`src/rtl/kab_pkg.sv`:
```
`default_nettype none

package kab_pkg;

   localparam int WORD_W        = 32;
   localparam int COV_FRAC_BITS = 30;
   localparam int OPND_W        = WORD_W + 1;
   localparam int PROD_W        = 2 * OPND_W;
   localparam int SUM_W         = WORD_W + 6;
   localparam int DIV_LANES     = 2;
   localparam int DIV_NUM_W     = WORD_W + COV_FRAC_BITS;

   localparam int MEAS_W  = 25;
   localparam int GYRO_W  = 28;
   localparam int DT_W    = 31;
   localparam int NOISE_W = 30;
   localparam int CSR_IDX_W  = 2;
   localparam int CSR_DATA_W = DT_W;

   typedef logic signed [WORD_W-1:0] word_type;

   localparam word_type WORD_MAX = {1'b0, {(WORD_W-1){1'b1}}};
   localparam word_type WORD_MIN = {1'b1, {(WORD_W-1){1'b0}}};

   // register indexes on the csr port
   localparam logic [CSR_IDX_W-1:0] REG_SAMPLE_PERIOD       = 2'd0;
   localparam logic [CSR_IDX_W-1:0] REG_ANGLE_PROCESS_NOISE = 2'd1;
   localparam logic [CSR_IDX_W-1:0] REG_BIAS_PROCESS_NOISE  = 2'd2;
   localparam logic [CSR_IDX_W-1:0] REG_MEASUREMENT_NOISE   = 2'd3;

   localparam logic [DT_W-1:0]    SAMPLE_PERIOD_RST       = 31'd10737418;
   localparam logic [NOISE_W-1:0] ANGLE_PROCESS_NOISE_RST = 30'd5368709;
   localparam logic [NOISE_W-1:0] BIAS_PROCESS_NOISE_RST  = 30'd3221225;
   localparam logic [NOISE_W-1:0] MEASUREMENT_NOISE_RST   = 30'd32212254;

   typedef enum logic [1:0] {
      MAC_ADD    = 2'd0,
      MAC_MULADD = 2'd1,
      MAC_MULSUB = 2'd2
   } mac_mode_type;

   // ADD:    c + a - b - d
   // MULADD: c + round(a*b >> COV_FRAC_BITS)
   // MULSUB: c - round(a*b >> COV_FRAC_BITS)
   typedef struct packed {
      mac_mode_type             mode;
      logic signed [OPND_W-1:0] a;
      logic signed [OPND_W-1:0] b;
      logic signed [OPND_W-1:0] c;
      logic signed [OPND_W-1:0] d;
   } mac_op_type;

   typedef struct packed {
      word_type value;
      logic     clip;
   } mac_res_type;

endpackage

`default_nettype wire

```
`src/rtl/kab_mac.sv`:
```
`default_nettype none

module kab_mac (
   input  logic                 clock,
   input  logic                 reset,
   input  logic                 op_valid,
   input  kab_pkg::mac_op_type  op,
   output logic                 res_valid,
   output kab_pkg::mac_res_type res
);
   import kab_pkg::*;

   localparam logic signed [PROD_W-1:0] ROUND_HALF = PROD_W'(1) <<< (COV_FRAC_BITS - 1);

   logic                     valid_ff, valid_in;
   mac_mode_type             mode_ff, mode_in;
   logic signed [OPND_W-1:0] c_ff, c_in;
   logic signed [PROD_W-1:0] prod_ff, prod_in;

   logic signed [PROD_W-1:0] rounded;
   logic signed [SUM_W-1:0]  scaled;
   logic signed [SUM_W-1:0]  term;
   logic signed [SUM_W-1:0]  sum;

   // first stage: product, or a - b - d of the other operands
   always_comb begin
      valid_in = op_valid;
      mode_in  = op.mode;
      c_in     = op.c;
      if (op.mode == MAC_ADD) begin
         prod_in = PROD_W'(op.a) - PROD_W'(op.b) - PROD_W'(op.d);
      end else begin
         prod_in = op.a * op.b;
      end
   end

   always_ff @(posedge clock) begin
      if (reset) begin
         valid_ff <= 1'b0;
      end else begin
         valid_ff <= valid_in;
      end
   end

   always_ff @(posedge clock) begin
      mode_ff <= mode_in;
      c_ff    <= c_in;
      prod_ff <= prod_in;
   end

   // second stage: round half up, accumulate, saturate
   always_comb begin
      rounded = prod_ff + ROUND_HALF;
      scaled  = SUM_W'(rounded >>> COV_FRAC_BITS);
      case (mode_ff)
         MAC_ADD:    term = SUM_W'(prod_ff);
         MAC_MULADD: term = scaled;
         MAC_MULSUB: term = -scaled;
         default:    term = scaled;
      endcase
      sum = SUM_W'(c_ff) + term;
      if (sum > SUM_W'(WORD_MAX)) begin
         res.value = WORD_MAX;
         res.clip  = 1'b1;
      end else if (sum < SUM_W'(WORD_MIN)) begin
         res.value = WORD_MIN;
         res.clip  = 1'b1;
      end else begin
         res.value = sum[WORD_W-1:0];
         res.clip  = 1'b0;
      end
   end

   assign res_valid = valid_ff;

endmodule

`default_nettype wire

```
`config.mk`:
```
export PLATFORM = sky130hd
export DESIGN_NAME = kab_mac
export DESIGN_NICKNAME = d
export VERILOG_FILES = /design/src/rtl/kab_pkg.sv /design/src/rtl/kab_mac.sv
export SDC_FILE = /design/constraint.sdc
export NUM_CORES = 2
export LEC_CHECK = 0
export BUFFER_PORTS_ARGS = -buffer_cell sky130_fd_sc_hd__buf_2
export CAP_MARGIN = 20
export CORE_ASPECT_RATIO = 2
export CORE_MARGIN = 1
export CORE_UTILIZATION = 54
export CTS_BUF_LIST = sky130_fd_sc_hd__clkbuf_4 sky130_fd_sc_hd__clkbuf_8 sky130_fd_sc_hd__clkbuf_16
export CTS_CLUSTER_SIZE = 20
export DETAILED_ROUTE_END_ITERATION = 8
export PLACE_DENSITY = 0.71
export SETUP_SLACK_MARGIN = 0.15
export SYNTH_ARGS = -nofsm -noshare
export SYNTH_HDL_FRONTEND = slang
export SYNTH_SLANG_ARGS = --single-unit
```
`constraint.sdc`:
```
create_clock -name clock -period 10.35 [get_ports clock]
set_clock_uncertainty 0.05 [all_clocks]
set_input_delay 1.035 -clock clock [delete_from_list [all_inputs] [get_ports clock]]
set_output_delay 1.035 -clock clock [all_outputs]
set_load 0.1 [all_outputs]
```
==> impl_summary.log <==
[metrics] starting density of the core: 0.547
[metrics] accumulated negative setup slack: 0 ps
[metrics] endpoint class of the critical path: primary output
[metrics] count of fill cells added during filler insertion: 8,141
[metrics] Synth Area per Inst: 8.82 um^2
[metrics] proportion of synthesized chip area in sequential cells: 0.0417
[metrics] final routed wire length divided by cell count: 22.9 um
[metrics] via count of the first global-routing pass: 42,000
[metrics] Final Cycle Share: 0.912
[metrics] all-layer global routing usage: 0.341
[metrics] clock-pin transition on the worst setup and hold timing paths: 80 ps
[metrics] antenna viol nets, final: 0
[metrics] yosys synthesis warning count: 0
[metrics] Async S/R FF share, synth: 0
[metrics] RSZ-0062 raised after global routing: false
[metrics] Rel. slew slack: 0.294
[metrics] CTS tree: done
[metrics] met1 Resource Use GR: 0.350
[metrics] met2 GRT Util: 0.599
[metrics] HPWL reported at the end of detailed placement: 124,000 um
[metrics] DR vias/cell: 5.78
[metrics] Post-layout nets: 7,110
[metrics] CP Data Arrival Time: 8360 ps
[metrics] minimum clock period after layout: 9440 ps
[metrics] top cells by count, synth: sky130_fd_sc_hd__inv_1 (1,253), sky130_fd_sc_hd__fa_1 (1,179), sky130_fd_sc_hd__nand2_1 (639)
[metrics] horizontal die dimension: 215 um
[metrics] y dimension of the die: 428 um
[metrics] path type of the worst setup path: reg -> out
[metrics] first drt pass iteration count: 6
[metrics] antenna violations before repair: 6
[metrics] I/O pin cnt: 171
[metrics] RePlAce Congestion: 0.973
[metrics] DRC viols: 0
[metrics] most instantiated library cell after synthesis: sky130_fd_sc_hd__inv_1
[metrics] area of the core: 89,600 um^2
[metrics] CTS H-tree depth: 3
[metrics] final count of hold timing violations: 0
[metrics] Required @ worst endpoint: 9270 ps
[metrics] master cell of the clock root buffer: sky130_fd_sc_hd__clkbuf_16
[metrics] cts repair resizes: 0
[metrics] # port buffers: 170
[metrics] number of maximum-capacitance violations: 0
[metrics] share of cells above drive strength 1: 0.0539
[metrics] Sinks on Clock Net: 102
[metrics] growth of design area from synthesis to finish: 3.96%
[metrics] synthesized netlist net count: 7,164
[metrics] number of enable flip-flop cells after synthesis: 0
[metrics] total length of routed wires: 153,000 um
[metrics] max frequency: 106 MHz
[metrics] global route hottest layer: met2
[metrics] count of standard-cell rows: 155
[metrics] proportion of netlist area held by the largest area contributor: 0.482
[metrics] cell taking the most area after synthesis: sky130_fd_sc_hd__fa_1
[metrics] result of the run: completed
[metrics] total die area: 92,000 um^2
[metrics] CTS hold repair buffers: 0
[metrics] post-CTS setup buffers: 0
[metrics] GR Layer Usage met3: 0.0518
[metrics] CTS Buffer Depth: 2
[metrics] wire length of the first global-routing pass: 235,000 um
[metrics] top cells by area in the synthesized netlist: sky130_fd_sc_hd__fa_1 (48%), sky130_fd_sc_hd__inv_1 (9.6%), sky130_fd_sc_hd__ha_1 (7.5%)
[metrics] distinct cell type count after synthesis: 85
[metrics] overflow left after global routing: 0
[metrics] max-slew violation count: 0
[metrics] largest net degree at the start of global routing: 76
[metrics] register bit count reported by yosys: 102
[metrics] Starting DRT DRC Count: 2,805
[metrics] kind of path behind the tightest hold check: in -> reg
[metrics] Startpoint Class: flip-flop
[metrics] Setup Viol. Count Final: 0
[metrics] slew at the pin closest to its max-slew limit: 1060 ps
[metrics] Gate Count Post-Synth: 5,556
[metrics] synthesized cell area: 49,000 um^2
[metrics] total CTS buffers: 9
[metrics] number of vias in the routed layout: 38,700
[metrics] CP max FO: 32
[metrics] Post-synth top flop: sky130_fd_sc_hd__dfxtp_1
## per-layer routing
metal	up-vias	share of wire
met5	-	0
met4	0	0.11
met3	756	0.065
met2	1833	0.51
met1	19500	0.31
li1	16600	-
## cell type report
| cell class | count | area, um^2 | share of cell area |
|---|---|---|---|
| Multi-Input combinational cell | 3908 | 41100 | 0.808 |
| Tap cell | 1177 | 1470 | 0.0289 |
| Inverter | 1254 | 4710 | 0.0924 |
| Clock inverter | 3 | 26.3 | 0.000516 |
| Timing Repair Buffer | 227 | 1280 | 0.0251 |
| Sequential cell | 102 | 2040 | 0.0401 |
| Antenna cell | 6 | 15.0 | 0.000295 |
| Clock buffer | 13 | 262 | 0.00513 |
## final timing paths
check  endpoint  slack (ps)  cells past startpoint   startpoint
max      res[0]         910                     21  prod_ff[30]
min    c_ff[11]         710                      1       op[44]
## cell usage in the layout, fill, tap and decap left out, types with 8 or more instances in the layout
master and count:
sky130_fd_sc_hd__inv_1 1253, sky130_fd_sc_hd__fa_1 1179, sky130_fd_sc_hd__nand2_1 639, sky130_fd_sc_hd__and2_1 558, sky130_fd_sc_hd__ha_1 292, sky130_fd_sc_hd__a21oi_1 177
sky130_fd_sc_hd__buf_2 170, sky130_fd_sc_hd__nor2_1 146, sky130_fd_sc_hd__o21ai_0 141, sky130_fd_sc_hd__dfxtp_1 101, sky130_fd_sc_hd__xnor2_1 96, sky130_fd_sc_hd__a21o_1 78
sky130_fd_sc_hd__xor2_1 70, sky130_fd_sc_hd__buf_4 57, sky130_fd_sc_hd__nand3_1 48, sky130_fd_sc_hd__nor3_1 43, sky130_fd_sc_hd__nand4_1 35, sky130_fd_sc_hd__o21a_1 29
sky130_fd_sc_hd__a31oi_1 25, sky130_fd_sc_hd__and3_1 23, sky130_fd_sc_hd__nand2b_1 22, sky130_fd_sc_hd__o21ai_1 21, sky130_fd_sc_hd__nor4_1 20, sky130_fd_sc_hd__a211oi_1 20
sky130_fd_sc_hd__o21bai_1 19, sky130_fd_sc_hd__o31ai_1 19, sky130_fd_sc_hd__o211ai_1 15, sky130_fd_sc_hd__mux2i_1 13, sky130_fd_sc_hd__or3_1 12, sky130_fd_sc_hd__or2_2 11
sky130_fd_sc_hd__mux2_2 10, sky130_fd_sc_hd__a22oi_1 10, sky130_fd_sc_hd__nor2b_1 9, sky130_fd_sc_hd__o21ai_2 9, sky130_fd_sc_hd__clkbuf_16 9, sky130_fd_sc_hd__and4_1 8
sky130_fd_sc_hd__o22ai_1 8
## registers in the layout (all words and copies together), names as in the netlist
name,cells
prod_ff,66
c_ff,33
res_valid,1
mode_ff,2
## metrics by stage
| step | hold slack [ps] | cells | setup WS, ps | util | cell area (um^2) |
|---|---|---|---|---|---|
| floorplan | 1010 | 5556 | 1790 | - | 49000 |
| global placement | 1090 | 6668 | 663 | 0.565 | 50600 |
| detailed placement | 1090 | 6668 | 603 | 0.565 | 50600 |
| CTS | 708 | 6684 | 951 | 0.568 | 50900 |
| global route | 711 | 6684 | 375 | 0.568 | 50900 |
| finish | 713 | 6690 | 908 | 0.569 | 50900 |
## critical path, cell delays in order, from the launching register on
cell and delay (ps):
sky130_fd_sc_hd__dfxtp_1 580, sky130_fd_sc_hd__ha_1 400, sky130_fd_sc_hd__nand3_1 240, sky130_fd_sc_hd__nor4_1 360
sky130_fd_sc_hd__xor2_1 240, sky130_fd_sc_hd__nor4b_2 610, sky130_fd_sc_hd__nand3_1 290, sky130_fd_sc_hd__a31oi_1 240
sky130_fd_sc_hd__o31ai_1 90, sky130_fd_sc_hd__a221oi_1 680, sky130_fd_sc_hd__ha_1 450, sky130_fd_sc_hd__and4_1 270
sky130_fd_sc_hd__and4_1 260, sky130_fd_sc_hd__nand4_1 110, sky130_fd_sc_hd__a21oi_1 90, sky130_fd_sc_hd__or4b_1 580
sky130_fd_sc_hd__a2111oi_0 470, sky130_fd_sc_hd__o31a_1 220, sky130_fd_sc_hd__o21ai_0 260, sky130_fd_sc_hd__a22oi_4 830
sky130_fd_sc_hd__o21bai_1 250, sky130_fd_sc_hd__buf_2 470
## cell families after synthesis
logic type / after synthesis / share of synthesized area
and+or+nand+nor: 1600 / 0.164
buffers and inverters: 1546 / 0.119
adders and majority gates: 1471 / 0.556
AOI/OAI and AO/OA: 648 / 0.0843
xor gates and xnor gates: 166 / 0.0297
DFF: 102 / 0.0417
muxes: 23 / 0.00495
Power is not shown: default switching activity piles up to over one toggle a cycle in this logic, so the estimate is an artifact.
