`config.mk`:
```
export PLATFORM = sky130hd
export DESIGN_NAME = kab_div
export DESIGN_NICKNAME = d
export VERILOG_FILES = /design/src/rtl/kab_pkg.sv /design/src/rtl/kab_div.sv
export SDC_FILE = /design/constraint.sdc
export NUM_CORES = 1
export LEC_CHECK = 0
export ABC_AREA = 1
export BUFFER_PORTS_ARGS = -buffer_cell sky130_fd_sc_hd__buf_2
export CORE_MARGIN = 3
export CORE_UTILIZATION = 40
export CTS_BUF_LIST = sky130_fd_sc_hd__clkbuf_8
export DETAILED_ROUTE_END_ITERATION = 7
export HOLD_SLACK_MARGIN = 0.06
export SLEW_MARGIN = 20
export SYNTH_ARGS = -nofsm -noshare
export SYNTH_HDL_FRONTEND = slang
export SYNTH_SLANG_ARGS = --single-unit
```
`constraint.sdc`:
```
create_clock -name clock -period 8.2 [get_ports clock]
set_input_delay 0.41 -clock clock [delete_from_list [all_inputs] [get_ports clock]]
set_output_delay 0.41 -clock clock [all_outputs]
set_load 0.005 [all_outputs]
```
`src/rtl/kab_pkg.sv`:
```
`default_nettype none

package kab_pkg;

   localparam int WORD_W        = 32;
   localparam int COV_FRAC_BITS = 30;
   localparam int OPND_W        = WORD_W + 1;
   localparam int PROD_W        = 2 * OPND_W;
   localparam int SUM_W         = WORD_W + 6;
   localparam int DIV_LANES     = 2;
   localparam int DIV_NUM_W     = WORD_W + COV_FRAC_BITS;

   localparam int MEAS_W  = 25;
   localparam int GYRO_W  = 28;
   localparam int DT_W    = 31;
   localparam int NOISE_W = 30;
   localparam int CSR_IDX_W  = 2;
   localparam int CSR_DATA_W = DT_W;

   typedef logic signed [WORD_W-1:0] word_type;

   localparam word_type WORD_MAX = {1'b0, {(WORD_W-1){1'b1}}};
   localparam word_type WORD_MIN = {1'b1, {(WORD_W-1){1'b0}}};

   // register indexes on the csr port
   localparam logic [CSR_IDX_W-1:0] REG_SAMPLE_PERIOD       = 2'd0;
   localparam logic [CSR_IDX_W-1:0] REG_ANGLE_PROCESS_NOISE = 2'd1;
   localparam logic [CSR_IDX_W-1:0] REG_BIAS_PROCESS_NOISE  = 2'd2;
   localparam logic [CSR_IDX_W-1:0] REG_MEASUREMENT_NOISE   = 2'd3;

   localparam logic [DT_W-1:0]    SAMPLE_PERIOD_RST       = 31'd10737418;
   localparam logic [NOISE_W-1:0] ANGLE_PROCESS_NOISE_RST = 30'd5368709;
   localparam logic [NOISE_W-1:0] BIAS_PROCESS_NOISE_RST  = 30'd3221225;
   localparam logic [NOISE_W-1:0] MEASUREMENT_NOISE_RST   = 30'd32212254;

   typedef enum logic [1:0] {
      MAC_ADD    = 2'd0,
      MAC_MULADD = 2'd1,
      MAC_MULSUB = 2'd2
   } mac_mode_type;

   // ADD:    c + a - b - d
   // MULADD: c + round(a*b >> COV_FRAC_BITS)
   // MULSUB: c - round(a*b >> COV_FRAC_BITS)
   typedef struct packed {
      mac_mode_type             mode;
      logic signed [OPND_W-1:0] a;
      logic signed [OPND_W-1:0] b;
      logic signed [OPND_W-1:0] c;
      logic signed [OPND_W-1:0] d;
   } mac_op_type;

   typedef struct packed {
      word_type value;
      logic     clip;
   } mac_res_type;

endpackage

`default_nettype wire

```
`src/rtl/kab_div.sv`:
```
`default_nettype none

module kab_div (
   input  logic                clock,
   input  logic                reset,
   input  logic                start,
   input  kab_pkg::word_type   numer [kab_pkg::DIV_LANES],
   input  logic [kab_pkg::WORD_W-1:0] denom,
   output logic                done,
   output kab_pkg::word_type   quot [kab_pkg::DIV_LANES],
   output logic                clip
);
   import kab_pkg::*;

   localparam int CNT_W = $clog2(WORD_W);
   localparam logic [CNT_W-1:0] ITER_LAST = CNT_W'(WORD_W - 1);
   localparam logic [WORD_W-1:0] NEG_LIMIT = {1'b1, {(WORD_W-1){1'b0}}};

   typedef enum logic [2:0] {
      D_IDLE = 3'b001,
      D_ITER = 3'b010,
      D_FIN  = 3'b100
   } div_state_type;

   div_state_type     state_ff, state_in;
   logic [CNT_W-1:0]  cnt_ff, cnt_in;
   logic [WORD_W-1:0] d_ff, d_in;
   logic [WORD_W-1:0] rem_ff [DIV_LANES];
   logic [WORD_W-1:0] rem_in [DIV_LANES];
   logic [WORD_W-1:0] lo_ff  [DIV_LANES];
   logic [WORD_W-1:0] lo_in  [DIV_LANES];
   logic              neg_ff [DIV_LANES];
   logic              neg_in [DIV_LANES];
   logic              ovf_ff [DIV_LANES];
   logic              ovf_in [DIV_LANES];
   word_type          quot_ff [DIV_LANES];
   word_type          quot_in [DIV_LANES];
   logic              clip_ff, clip_in;
   logic              done_ff, done_in;

   logic [WORD_W-1:0]    mag   [DIV_LANES];
   logic [DIV_NUM_W-1:0] num   [DIV_LANES];
   logic [WORD_W:0]      trial [DIV_LANES];
   logic [WORD_W:0]      diff  [DIV_LANES];
   logic                 ge    [DIV_LANES];
   logic                 lane_clip [DIV_LANES];

   always_comb begin
      state_in = state_ff;
      cnt_in   = cnt_ff;
      d_in     = d_ff;
      rem_in   = rem_ff;
      lo_in    = lo_ff;
      neg_in   = neg_ff;
      ovf_in   = ovf_ff;
      quot_in  = quot_ff;
      clip_in  = clip_ff;
      done_in  = 1'b0;

      for (int i = 0; i < DIV_LANES; i++) begin
         mag[i]   = numer[i][WORD_W-1] ? WORD_W'(-numer[i]) : WORD_W'(numer[i]);
         // rounding offset of half the divisor folded into the dividend
         num[i]   = (DIV_NUM_W'(mag[i]) << COV_FRAC_BITS) + DIV_NUM_W'(denom >> 1);
         trial[i] = {rem_ff[i], lo_ff[i][WORD_W-1]};
         diff[i]  = trial[i] - {1'b0, d_ff};
         ge[i]    = trial[i] >= {1'b0, d_ff};
         if (neg_ff[i]) begin
            lane_clip[i] = ovf_ff[i] || (lo_ff[i] > NEG_LIMIT);
         end else begin
            lane_clip[i] = ovf_ff[i] || lo_ff[i][WORD_W-1];
         end
      end

      unique case (state_ff)
         D_IDLE: begin
            if (start) begin
               d_in   = denom;
               cnt_in = '0;
               for (int i = 0; i < DIV_LANES; i++) begin
                  rem_in[i] = WORD_W'(num[i][DIV_NUM_W-1:WORD_W]);
                  lo_in[i]  = num[i][WORD_W-1:0];
                  neg_in[i] = numer[i][WORD_W-1];
                  // a quotient of 2^WORD_W or more is out of range already
                  ovf_in[i] = WORD_W'(num[i][DIV_NUM_W-1:WORD_W]) >= denom;
               end
               state_in = D_ITER;
            end
         end
         D_ITER: begin
            for (int i = 0; i < DIV_LANES; i++) begin
               rem_in[i] = ge[i] ? diff[i][WORD_W-1:0] : trial[i][WORD_W-1:0];
               lo_in[i]  = {lo_ff[i][WORD_W-2:0], ge[i]};
            end
            cnt_in = cnt_ff + 1'b1;
            if (cnt_ff == ITER_LAST) begin
               state_in = D_FIN;
            end
         end
         D_FIN: begin
            clip_in = 1'b0;
            for (int i = 0; i < DIV_LANES; i++) begin
               if (lane_clip[i]) begin
                  quot_in[i] = neg_ff[i] ? WORD_MIN : WORD_MAX;
               end else begin
                  quot_in[i] = neg_ff[i] ? -$signed(lo_ff[i]) : $signed(lo_ff[i]);
               end
               clip_in = clip_in | lane_clip[i];
            end
            done_in  = 1'b1;
            state_in = D_IDLE;
         end
         default: state_in = D_IDLE;
      endcase
   end

   always_ff @(posedge clock) begin
      if (reset) begin
         state_ff <= D_IDLE;
         cnt_ff   <= '0;
         done_ff  <= 1'b0;
      end else begin
         state_ff <= state_in;
         cnt_ff   <= cnt_in;
         done_ff  <= done_in;
      end
   end

   always_ff @(posedge clock) begin
      d_ff    <= d_in;
      rem_ff  <= rem_in;
      lo_ff   <= lo_in;
      neg_ff  <= neg_in;
      ovf_ff  <= ovf_in;
      quot_ff <= quot_in;
      clip_ff <= clip_in;
   end

   assign done = done_ff;
   assign quot = quot_ff;
   assign clip = clip_ff;

   assert property (@(posedge clock) disable iff (reset) start |-> state_ff == D_IDLE)
      else $error("divider started while busy");
   assert property (@(posedge clock) disable iff (reset) done |-> $past(state_ff == D_FIN))
      else $error("divider done without finishing");
   assert property (@(posedge clock) disable iff (reset)
                    state_ff == D_FIN |-> $past(state_ff == D_ITER) && $past(cnt_ff) == ITER_LAST)
      else $error("divider finished early");

endmodule

`default_nettype wire

```
==> results of run 1 <==
## cell usage after synthesis, drive strengths merged
library cell,instances
a31oi,9
a221oi,1
o221a,1
ha,134
a21boi,2
inv,387
and2,9
o31ai,1
a41oi,1
nor3b,2
nand3b,55
or2,9
nand3,248
and3,1
xnor2,38
o21bai,5
nand4,40
nand2,887
o22ai,2
xor2,85
o211ai,9
a2bb2oi,1
nor2,290
nor4,13
clkinv,1
o21a,4
a21o,15
o21ai,217
fa,2
buf,37
edfxtp,229
dfxtp,9
nor3,45
clkbuf,33
a21oi,127
o221ai,1
a211oi,7
## final cells by class
cell class | instances | area [µm²]
antenna | 2 | 5.005
clock buffer | 42 | 578.1
clock inverter | 32 | 215.2
fill | 5401 | 28330
inverter | 388 | 1463
multi-input combinational | 2261 | 12260
sequential | 238 | 7057
tap | 680 | 850.8
timing repair buffer | 178 | 953.4
## worst paths after layout
kind / to / slack (ns) / cells after the start
max: lo_ff[61] / 4.28 / 9
min: d_ff[4] / 0.08 / 1
max reg2reg: lo_ff[61] / 4.28 / 9
min reg2reg: cnt_ff[4] / 0.47 / 2
## cell families after synthesis
logic type,share of synthesized area
compound gates,0.1032
buf+inv,0.08617
fa+ha+maj,0.08131
simple gates,0.3419
xor+xnor,0.05316
flops,0.3343
## registers in the layout, summed over array words and instances, names as in the netlist
name      cells
quot         64
d_ff         32
state_ff      3
cnt_ff        5
rem_ff       64
lo_ff        64
done          1
clip          1
ovf_ff        2
neg_ff        2
## power breakdown
group / internal [mW] / total (mW) / leakage, nW / switching, mW
sequential: 2.08 / 2.42 / 2.26 / 0.339
combinational: 1.67 / 5.32 / 8.08 / 3.66
clock: 0.551 / 1.09 / 0.459 / 0.542
## through the flow
| stage | std cells | hold slack (ns) | worst slack [ns] |
|---|---|---|---|
| final | 3821 | 0.08290 | 4.278 |
| after global routing | 3820 | 0.06555 | 3.972 |
| after CTS | 3818 | 0.06441 | 3.371 |
| after detailed placement | 3738 | 0.4669 | 3.374 |
| after global placement | 3738 | 0.4559 | 3.507 |
| after floorplan | 2957 | 0.4411 | 2.249 |
## worst max-delay path, cell delays in order (launching register included)
cell and delay (ns):
dfxtp_1 0.43, nor3_4 0.06, buf_4 0.19, clkinv_2 0.54, or2_1 0.20, o21ai_1 0.13
nor2_4 0.37, nor2_1 0.22, inv_6 0.64, buf_4 0.65
## layer usage
| layer | GRT usage | up-vias |
|---|---|---|
| li1 | - | 10080 |
| met1 | 0.3531 | 9523 |
| met5 | 0 | - |
| met3 | 0.03491 | 112 |
| met2 | 0.4200 | 718 |
| met4 | 0.07209 | 0 |
## timing repair
action,in CTS,in global routing
hold endpoints to repair,6,0
buffers inserted,0,0
gates resized for setup,0,0
hold buffers,6,0
==> reports/results.ini, run 1 <==
[cells_and_area]
layout_commonest_cell = nand2_1
final_util = 0.4522
drive_above_1_share = 0.1134
most-common-layout-cells = 847 x nand2_1, 390 x inv_1, 250 x nor2_1
area_growth_syn_to_layout_pct = 10.77
design_area_mm2 = 0.02338
finalNetCount = 3344

[job]
maxCapViolations = 0

[cts]
clkTransAtPathRegs_ns = 0.05
cts_tree = built
cts_buffer_depth = 3
insertion_delay_ns = 0.61
cts-buffers-inserted = 42
htreeDepth = 2
root_buffer = clkbuf_8
cts.sinks = 238

[timing]
rsz0062_at_grt = no
drv_slew = 0
fin_crit_ns = 3.922
finalHoldViolations = 0
fin_crit_sh = 0.4783
fin_skew_ns = 0.02258
setup_violations = 0
worst_pin_slew_ns = 1.074
max_slew_margin = 0.2840
fin_setup_tns_ns = 0
max_freq_mhz = 255.0

[grt]
grtUsageTotal = 0.2559
grt_antenna_before_repair = 2
grt-ovfl-total = 0
grt_pass1_vias = 19600
grt_first_pass_wirelength_um = 112300
grt_max_degree = 89

[placement]
dp_hpwl_um = 59410
placed_area_mm2 = 0.02250
place.gp.congestion = 0.9977
port-buffer-count = 164

[drt]
totalWireLength_um = 73200
dr_wl_met2_um = 33240
met3_wirelength_um = 5251
vias = 20430
drcViolationCount = 0
viasPerCell = 5.348
initialDrtViolationCount = 1622
drtAntennaViolNets = 0
drt_first_pass_iters = 6
topRoutingLayerUsed = met4
wl_met1_um = 32650
wl_per_cell_um = 19.16

[synthesis]
ys_seq_elements = 238
syn_avg_cell_area_um2 = 7.139
yosysSeqAreaShare = 0.3343
synth.area.top_cells = edfxtp_1 33%, nand2_1 15%, ha_1 7.9%, inv_1 6.7%, nand3_1 5.7%
syn_area_mm2 = 0.02111
yosysUniqueCellTypes = 57
synth_cells = 2957
yosys_warnings = 0
yosysTopAreaCell = edfxtp_1
synth_top_area_frac = 0.3257
synth_nets = 3192

[worst_setup_path]
critPathRequiredTime_ns = 8.43
path_max_fanout = 88
crit_arrival_ns = 4.15
critical_path.startpoint = state_ff[0]
r2r-start = state_ff[0]
start_kind = flop
critPathKind = flop to flop
endpoint_kind = flop

[floorplanning]
initial_utilization = 0.4082
core_area_mm2 = 0.05172
die-area_mm2 = 0.05557
ioPinCount = 165
die_h_um = 235.7
fp-row-count = 83
die_x_um = 235.7

[power_and_ir_drop]
total_power_mw = 8.834
ir_worst_vdd_v = 0.0002842
cellPowerDensity_mw_per_mm2 = 377.7
leakagePower_nw = 10.79

[hold_path]
hold_class = input pin to flop
min_from = denom[4]

[status]
status = complete, no violations

Note: power is estimated with default switching activity, not from simulation.
==> inputs of run 2 (changes only) <==
==> constraint.sdc (replaced) <==
create_clock -name clock -period 3.7 [get_ports clock]
set_input_delay 0.185 -clock clock [delete_from_list [all_inputs] [get_ports clock]]
set_output_delay 0.185 -clock clock [all_outputs]
set_load 0.005 [all_outputs]
==> run 2 against run 1 <==
  * Die area stayed put
  * Total power is 130% higher
  * Global-route usage is 0.082 points higher
  * Register-to-register slack worse by 3.7 ns
  * Via count is 2.3% higher
  * Critical path depth is 18 higher
  * Final area is 2.8% higher
  * Flip-flop and latch count stayed put
  * Clock skew is 0.0060 ns higher
  * Worst hold slack better by 0.14 ns
  * Non-clock buffer count is 62 higher
==> reports/results.ini, run 2 (same netlist as run 1, synthesis figures left out) <==
[status]
status = complete, no violations

[worst_setup_path]
endpoint_kind = flop
critical_path.startpoint = numer[0]
critPathKind = input pin to flop
path_max_fanout = 8
start_kind = input pin
r2r-start = d_ff[1]
crit_arrival_ns = 3.65
critPathRequiredTime_ns = 4.04

[cells_and_area]
drive_above_1_share = 0.1232
multi_input_comb_area_mm2 = 0.01227
layout_commonest_cell = nand2_1
area_growth_syn_to_layout_pct = 13.86
design_area_mm2 = 0.02404
most-common-layout-cells = 847 x nand2_1, 388 x inv_1, 249 x nor2_1
final_cells = 3888
ff_latch_area_mm2 = 0.007058
n_fill_cell = 5376
finalNetCount = 3407

[cts]
clkTransAtPathRegs_ns = 0.07
cts.sinks = 238
cts_tree = built
htreeDepth = 2
root_buffer = clkbuf_8
post-cts-setup-buffers = 0
cts_buffer_depth = 3
ctsResizeCount = 0
cts-buffers-inserted = 43
insertion_delay_ns = 0.61

[drt]
viasPerCell = 5.375
drt_first_pass_iters = 6
drcViolationCount = 0
initialDrtViolationCount = 1876
wl_per_cell_um = 18.82
totalWireLength_um = 73190
vias = 20900
drtAntennaViolNets = 0

[grt]
grt-busiest-layer = met2
use_met1 = 0.3507
use_met3 = 0.03749
grt_max_degree = 87
use_met2 = 0.4201
grtUsageTotal = 0.2567
grt-ovfl-total = 0
grt_pass1_vias = 19870
grt_first_pass_wirelength_um = 112600
grt_antenna_before_repair = 1

[timing]
fin_skew_ns = 0.02862
fin_crit_sh = 0.8934
rsz0062_at_grt = no
finalHoldViolations = 0
fin_setup_tns_ns = 0
max_slew_margin = 0.4449
max_freq_mhz = 302.5
worst_pin_slew_ns = 0.8327
fin_crit_ns = 3.305
setup_violations = 0
drv_slew = 0

[power_and_ir_drop]
cellPowerDensity_mw_per_mm2 = 837.3
leakagePower_nw = 11.11
ir_worst_vdd_v = 0.0004469

[floorplanning]
fp-row-count = 83
die-area_mm2 = 0.05557
ioPinCount = 165
die_x_um = 235.7
core_area_mm2 = 0.05172
die_h_um = 235.7
initial_utilization = 0.4082

[hold_path]
hold_class = input pin to flop
min_from = numer[55]

[placement]
dp_hpwl_um = 59710
dpl.cell_count = 3770
placed_area_mm2 = 0.02281
place.gp.congestion = 0.9940
port-buffer-count = 164

[job]
maxCapViolations = 0

run 2: changes by cell type in the layout (fill, tap and decap cells not counted), moves of 2 or more:
cell / delta
buf_12: +3
inv_1: -2
inv_12: -2
dlygate4sd3_1: +31
inv_8: +2
clkinv_1: +3
buf_4: +28
clkbuf_8: +3
inv_6: -2
clkinv_2: +2
run 2: power by group:
group | switching, mW | internal, mW
registers | 0.736 | 4.59
clock network | 1.22 | 1.35
logic | 8.23 | 4.00
run 2: critical path, cell delays in order:
cell	delay (ns)
dlygate4sd3_1	0.54
buf_2	0.12
inv_1	0.07
ha_1	0.28
nand2_1	0.05
o21ai_1	0.11
ha_1	0.17
inv_1	0.05
a21oi_2	0.15
nand3_2	0.12
nor3_4	0.37
nand2_1	0.12
nand2_1	0.12
inv_1	0.05
ha_1	0.28
nand2_1	0.06
nor2_1	0.04
a211oi_1	0.15
o21ai_0	0.11
nand2_1	0.06
nand2_1	0.06
nand2_1	0.07
nand2_1	0.06
nand2_1	0.06
nand2_1	0.05
nand2_1	0.06
o21ai_0	0.07
run 2: timing repair:
action                                 in CTS  in global routing
endpoints found under the hold margin      59                  0
setup endpoints to repair                   0                  0
hold buffers                               37                  0
run 2: final timing paths:
| check | to | slack [ns] | cells after the start |
|---|---|---|---|
| setup / recovery | ovf_ff[0] | 0.39 | 27 |
| hold / removal | rem_ff[53] | 0.22 | 6 |
| setup reg to reg | rem_ff[23] | 0.53 | 14 |
| hold reg to reg | cnt_ff[4] | 0.47 | 2 |
run 2: metal layers:
metal | vias up | part of all wire
met2 | 814 | 0.45
met4 | 0 | 0.030
met1 | 9735 | 0.44
met3 | 131 | 0.078
li1 | 10220 | -
met5 | - | 0
run 2: layout make-up:
type / instances / area share
antenna: 1 / 0.0001041
clock buffer: 45 / 0.02577
multi-input combinational: 2261 / 0.5105
timing repair buffer: 240 / 0.06381
clock inverter: 35 / 0.009994
sequential: 238 / 0.2936
tap: 680 / 0.03539
inverter: 388 / 0.06080
run 2: metrics by stage:
step	utilization	setup WS (ns)	power, mW	hold WS, ns
2_1_floorplan	-	-0.1568	13.68	0.2839
3_3_place_gp	0.4410	0.3515	17.22	0.4408
3_5_place_dp	0.4410	0.3564	17.27	0.4489
4_1_cts	0.4648	0.3877	19.96	0.1950
5_1_grt	0.4648	0.01245	21.69	0.2526
6_report	0.4648	0.3946	20.13	0.2223
